## config.mk

```make
export PLATFORM = sky130hd
export DESIGN_NAME = rsw_front
export DESIGN_NICKNAME = d
export VERILOG_FILES = /design/src/rtl/rsw_pkg.sv /design/src/rtl/rsw_front.sv
export SDC_FILE = /design/constraint.sdc
export NUM_CORES = 1
export LEC_CHECK = 0
export ABC_CLOCK_PERIOD_IN_PS = 7240
export CAP_MARGIN = 20
export CORE_ASPECT_RATIO = 0.9
export CORE_MARGIN = 3
export CORE_UTILIZATION = 58
export DETAILED_ROUTE_END_ITERATION = 8
export DONT_BUFFER_PORTS = 1
export GPL_TIMING_DRIVEN = 0
export PLACE_DENSITY_LB_ADDON = 0.1
export SYNTH_ARGS = -nofsm -noshare
export SYNTH_HDL_FRONTEND = slang
export SYNTH_SLANG_ARGS = --single-unit
```

## constraint.sdc

```tcl
create_clock -name clk_i -period 7.24 [get_ports clk_i]
set_input_delay 0.362 -clock clk_i [delete_from_list [all_inputs] [get_ports clk_i]]
set_output_delay 0.362 -clock clk_i [all_outputs]
set_load 0.02 [all_outputs]
```

## src/rtl/rsw_pkg.sv

```systemverilog
// shared types and constants for the running statistics block
package rsw_pkg;

  typedef enum logic {
    CMD_ADD   = 1'b0,
    CMD_CLEAR = 1'b1
  } cmd_e;

  typedef struct packed {
    logic        cmd;
    logic [31:0] sample_value;
  } req_t;

  typedef struct packed {
    logic [31:0] sample_count;
    logic [31:0] minimum;
    logic [31:0] maximum;
    logic [31:0] mean_value;
    logic [31:0] std_deviation;
    logic        saturated;
  } rsp_t;

endpackage

```

## src/rtl/rsw_front.sv

```systemverilog
// request intake: two-entry queue that decouples the port from the engine
module rsw_front import rsw_pkg::*; (
  input  logic clk_i,
  input  logic rst_ni,
  input  logic req_valid_i,
  output logic req_stall_o,
  input  req_t req_i,
  output logic q_valid_o,
  input  logic q_pop_i,
  output req_t q_data_o
);

  req_t       mem_q [2];
  logic       wr_ptr_q, rd_ptr_q;
  logic [1:0] cnt_q;
  logic       push, pop;

  assign req_stall_o = (cnt_q == 2'd2);
  assign push        = req_valid_i && !req_stall_o;
  assign pop         = q_pop_i && q_valid_o;
  assign q_valid_o   = (cnt_q != 2'd0);
  assign q_data_o    = mem_q[rd_ptr_q];

  always_ff @(posedge clk_i) begin
    if (push) mem_q[wr_ptr_q] <= req_i;
  end

  always_ff @(posedge clk_i or negedge rst_ni) begin
    if (!rst_ni) begin
      wr_ptr_q <= 1'b0;
      rd_ptr_q <= 1'b0;
      cnt_q    <= 2'd0;
    end else begin
      if (push) wr_ptr_q <= ~wr_ptr_q;
      if (pop)  rd_ptr_q <= ~rd_ptr_q;
      cnt_q <= cnt_q + {1'b0, push} - {1'b0, pop};
    end
  end

  a_cnt_range: assert property (@(posedge clk_i) disable iff (!rst_ni)
    cnt_q != 2'd3) else $error("queue count out of range");
  a_no_push_full: assert property (@(posedge clk_i) disable iff (!rst_ni)
    cnt_q == 2'd2 |-> !push) else $error("push into full queue");
  a_pop_valid: assert property (@(posedge clk_i) disable iff (!rst_ni)
    pop |-> cnt_q != 2'd0) else $error("pop from empty queue");

endmodule

```

# == Word-level counts from Yosys, hierarchy flattened ==
# Memory sizes are Yosys's and may differ from the RTL's.
# Cells that the tools add are included.
# Widths: inputs -> output; s select.
# totals
reg_bits,4
latch_bits,0
ram_bits,66
rom_bits,0
input_bits,37
out_inout_bits,35
word_cells,15
n_memories,1
# memory_table
name,words,word_bits,read_ports,rd_clocked_by_memory_dff,write_ports,line_no,text
mem_q,2,33,1,0,1,rsw_front.sv:13,req_t mem_q [2];
# classes
n_addsub,2
n_mul,0
div_mod_pow,0
magnitude_cmp,0
n_eq_ne,1
shifts,0
n_mux,2
n_bitwise,2
n_reduce_logical,4
# op_table
op,count
$add 2x1->2,1
$eq 2x2->1 const B,1
$logic_and 1x1->1,2
$mux 1,2
$not 1->1,2
$reduce_bool 2->1,1
$sub 2x1->2,1
$logic_not 1->1,1

# == Depth between registers and ports, before layout ==
# logic_depth
ltp_word,5
mapped_depth,7
mapped_depth_nobuf,7

# == Worst setup path before layout ==
# No wires, ideal clock.
# synth_timing
path_kind,register to register
start,reg cnt_q[1]
end,"mem mem_q[0][0] (netlist name), enable pin"
setup_time_ns,0.423
arrival_ns,1.984
required_ns,6.817
setup_slack_ns,4.833
path_stages_with_launch,4
path_buffers,0
synth_period_minus_slack_ns,2.407
path_cell_list,dfrtp_1 > nand2b_1 > nand2_1 > nor2_1
# synth_via
elab_chain_cells,5
# synth_lines
item,line_no,text
start: declaration,rsw_front.sv:15,logic [1:0] cnt_q;
start signal: assignment,rsw_front.sv:36,"cnt_q <= cnt_q + {1'b0, push} - {1'b0, pop};"
$eq 2x2->1,rsw_front.sv:18,assign req_stall_o = (cnt_q == 2'd2);
$logic_not 1->1,rsw_front.sv:19,assign push = req_valid_i && !req_stall_o;
$logic_and 1x1->1,rsw_front.sv:19,
$mux 1,rsw_front.sv:25,if (push) mem_q[wr_ptr_q] <= req_i;
$mux 1 (not written as such),rsw_front.sv:25,
end: declaration,rsw_front.sv:13,
# No other way between the ends.

# == Worst setup path after layout ==
# layout_timing
start,reg cnt_q[1]
end,reg cnt_q[1]
# layout_via
elab_cells_between_ends,7
classes_between,2 x add/sub; 1 x eq/ne; 4 x reduce/logical
# layout_lines
item,line_no,text
$reduce_bool 2->1,rsw_front.sv:21,assign q_valid_o = (cnt_q != 2'd0);
net q_valid_o,rsw_front.sv:8,"output logic q_valid_o,"
$logic_and 1x1->1,rsw_front.sv:20,assign pop = q_pop_i && q_valid_o;
net pop,rsw_front.sv:16,"logic push, pop;"
$sub 2x1->2,rsw_front.sv:36,
# The timed path passes the listed nets, and every way through them passes these cells.
# A chain may end at the register's enable or synchronous reset.

==> key figures <==
STA
  • Clock skew: about 3.5 ps
  • Max-slew violation count: 0
  • Setup TNS: 0 ps
  • Hold Vio Cnt, Final: 0
  • Fmax: around 540 MHz
  • Worst-margin pin slew: roughly 920 ps
  • Setup violators final: 0
  • Slew HR: between 30% and 40%
  • Hold_ws: around 120 ps
  • Fin crit period: 1840 ps
  • Final WS setup: ~5400 ps
  • Period utilisation layout: 25.4%
  • Unrepaired setup endpoints after global routing: no

Power
  • Leakage: 0.00113 uW
  • Logic pwr share: 31.7%
  • Flop pwr share: just over 40%
  • Clock power frac: approximately 28%
  • Sw Pwr: 433 uW
  • Power per cell area: 469 nW/um^2
  • Switching Share: 30.1%
  • P_int: approximately 1000 uW
  • Worst-case vdd ir drop: roughly 0.00026 V

Drt
  • Number of vias per cell: ~5.5
  • WL per Instance: slightly below 20 um
  • DR DRC count: 0
  • Drt pass-1 iters: 4
  • DRT antenna net count: 0
  • Via count: ~1100
  • Initial DRC Count: 52
  • Total wire length: ~3900 um

Clock tree
  • Clk pin slew, worst setup/hold paths: around 70 ps
  • Clk buf depth: 2
  • CTS tree: yes
  • CTS buffer count: 9
  • CTS Hold Bufs: 1
  • Latest clock arrival within the worst-skew pair: 330 ps
  • Post-CTS Setup Repair Bufs: 0
  • Post-cts resize count: 0
  • Root buffer selected by CTS: clkbuf_8
  • Clock sinks: 70
  • H-tree levels: 3

Setup path
  • Setup crit end kind: flop
  • WP data arrival: around 2100 ps
  • Top fanout value on the critical path: 3
  • CP cell instances: or2_1 -> and2_4 -> ha_1 -> inv_1 -> ha_1 -> xnor2_1 -> xnor2_1
  • Setup crit start kind: flop
  • CP peak stage delay: 400 ps
  • CP Data Required Time: roughly 7500 ps
  • WS Path Type: flop to flop
  • Worst path slowest cell: dfrtp_1

Yosys
  • Most frequent cell after synthesis: edfxtp_1
  • Area leader, netlist: edfxtp_1
  • Count of cell types in the netlist: 15
  • Synth cell count leaders: 66 x edfxtp_1, 29 x mux2_4, 4 x buf_6, 4 x dfrtp_1, 4 x mux2_2
  • Post-synth ARST share: under 10%
  • Gate Count Post-Synth: 121
  • Yosys warns: 0
  • Area contributors post-synth: edfxtp_1 73%, mux2_4 16%, dfrtp_1 3.7%
  • Synth Flop Type: edfxtp_1
  • EDFF count, synth: 66
  • Syn nets: 160
  • Post-synthesis sequential area ratio: between 70% and 80%
  • Syn Area/Cell: roughly 22 um^2
  • Synthesized area: ~2700 um^2
  • Synth Register Bits: 70
  • Post-synth top area share: 73.1%

Layout
  • # diodes: 0
  • Area Growth Syn to Fin: 13.1%
  • Finished Layout Cells: about 200
  • Fillers: between 200 and 300
  • Net count, final: approximately 170
  • Multi-input gate area: between 500 and 600 um^2
  • Layout cells sized above 1: about two fifths
  • FF/Latch Area: 2080 um^2

Floorplanning
  • Row count: 22
  • Starting Density: a little over three fifths
  • Die height: 70.9 um
  • Die area: 5530 um^2
  • Die width: between 70 and 80 um
  • Core area: 4290 um^2
  • IO Pins: 72

Flow run
  • # Max-Cap Violations: 0

Placed design
  • Number of port buffers: 0
  • Placed insts: 181
  • RePlAce Congestion: between 0.7 and 0.8
  • Dpl ws: 5400 ps
  • Dpl hpwl: between 2000 and 3000 um

Status
  • Status: finished clean

Global route
  • Initial antenna violation count: 0
  • Vias in the first global route: roughly 1200
  • Global-route usage over all layers: between 10% and 20%
  • Largest net degree at the start of global routing: 34
  • First-pass GRT wire length: just under 6000 um
  • Congestion Overflow GR: 0

Min path
  • Hold crit path type: primary input to flop
## per-stage QoR
step	area [um^2]	power, uW	util (%)
3_3_place_gp	2790	1040	64.9
4_1_cts	3060	1450	71.4
3_5_place_dp	2790	1060	65.1
5_1_grt	3060	1490	71.4
2_1_floorplan	2710	990	-
6_report	3060	1440	71.4
## power by group through the flow
stage                     logic, uW  clock network [uW]  registers [uW]
after floorplan                 404                   0             586
after global placement          450                   0             591
after detailed placement        463                   0             596
after CTS                       465                 401             588
after global routing            483                 415             597
final                           455                 395             587
## final timing paths
kind	startpoint	endpoint	slack [ps]	cells past startpoint
max in group asynchronous	rst_ni	rd_ptr_q	6770	1
min in group asynchronous	rst_ni	cnt_q[0]	300	1
max reg2reg	cnt_q[1]	cnt_q[1]	5400	7
min reg2reg	cnt_q[0]	cnt_q[0]	540	1
min	req_i[25]	mem_q[1][25]	120	0
max	cnt_q[1]	cnt_q[1]	5400	7
## critical path, delay by kind of cell (launching register included)
| family | cells | cell delay [ps] |
|---|---|---|
| fa+ha+maj | 2 | 440 |
| xor+xnor | 2 | 340 |
| buf+inv | 1 | 40 |
| simple gates | 2 | 540 |
| flops | 1 | 400 |
## placed cells by master, fill, tap and decap left out
| cell | count |
|---|---|
| clkinvlp_4 | 1 |
| inv_1 | 2 |
| mux2_2 | 4 |
| dlygate4sd3_1 | 1 |
| bufinv_16 | 4 |
| clkbuf_8 | 9 |
| ha_1 | 2 |
| edfxtp_1 | 66 |
| buf_6 | 4 |
| and2_4 | 1 |
| clkinv_2 | 1 |
| xnor2_1 | 3 |
| nand2_1 | 1 |
| nand2b_1 | 1 |
| or2_1 | 1 |
| nor2_4 | 1 |
| dfrtp_1 | 4 |
| and3_2 | 1 |
| mux2_4 | 29 |
| clkinv_1 | 1 |
| xor2_1 | 1 |
## sequential cells by signal, indices dropped and copies added (netlist names)
name,flops
mem_q,66
cnt_q,2
rd_ptr_q,1
wr_ptr_q,1
## kinds of logic (layout without fill, tap and decap cells)
group / count (synthesis) / in the layout / synth area share (%)
AND/OR/NAND/NOR: 6 / 6 / 1.29
buffers and inverters: 6 / 23 / 1.94
flip-flops: 70 / 70 / 76.8
XOR/XNOR: 4 / 4 / 1.29
multiplexers: 33 / 33 / 17.7
adder cells (fa/ha/maj): 2 / 2 / 0.923
## layout make-up
class | instances | share of cell area, %
buffer | 4 | 1.47
clock buffer | 9 | 4.04
clock inverter | 7 | 4.45
inverter | 2 | 0.245
multi-input combinational | 45 | 19.1
sequential | 70 | 67.9
tap | 60 | 2.45
timing repair buffer | 1 | 0.327
## metal layers
metal | track usage [%] | part of all wire, % | up-vias
li1 | - | - | 487
met1 | 15.4 | 35 | 547
met2 | 25.6 | 52 | 53
met3 | 7.76 | 11 | 6
met4 | 8.16 | 1.5 | 0
met5 | 0 | 0 | -
(Power assumes the default switching activity.)
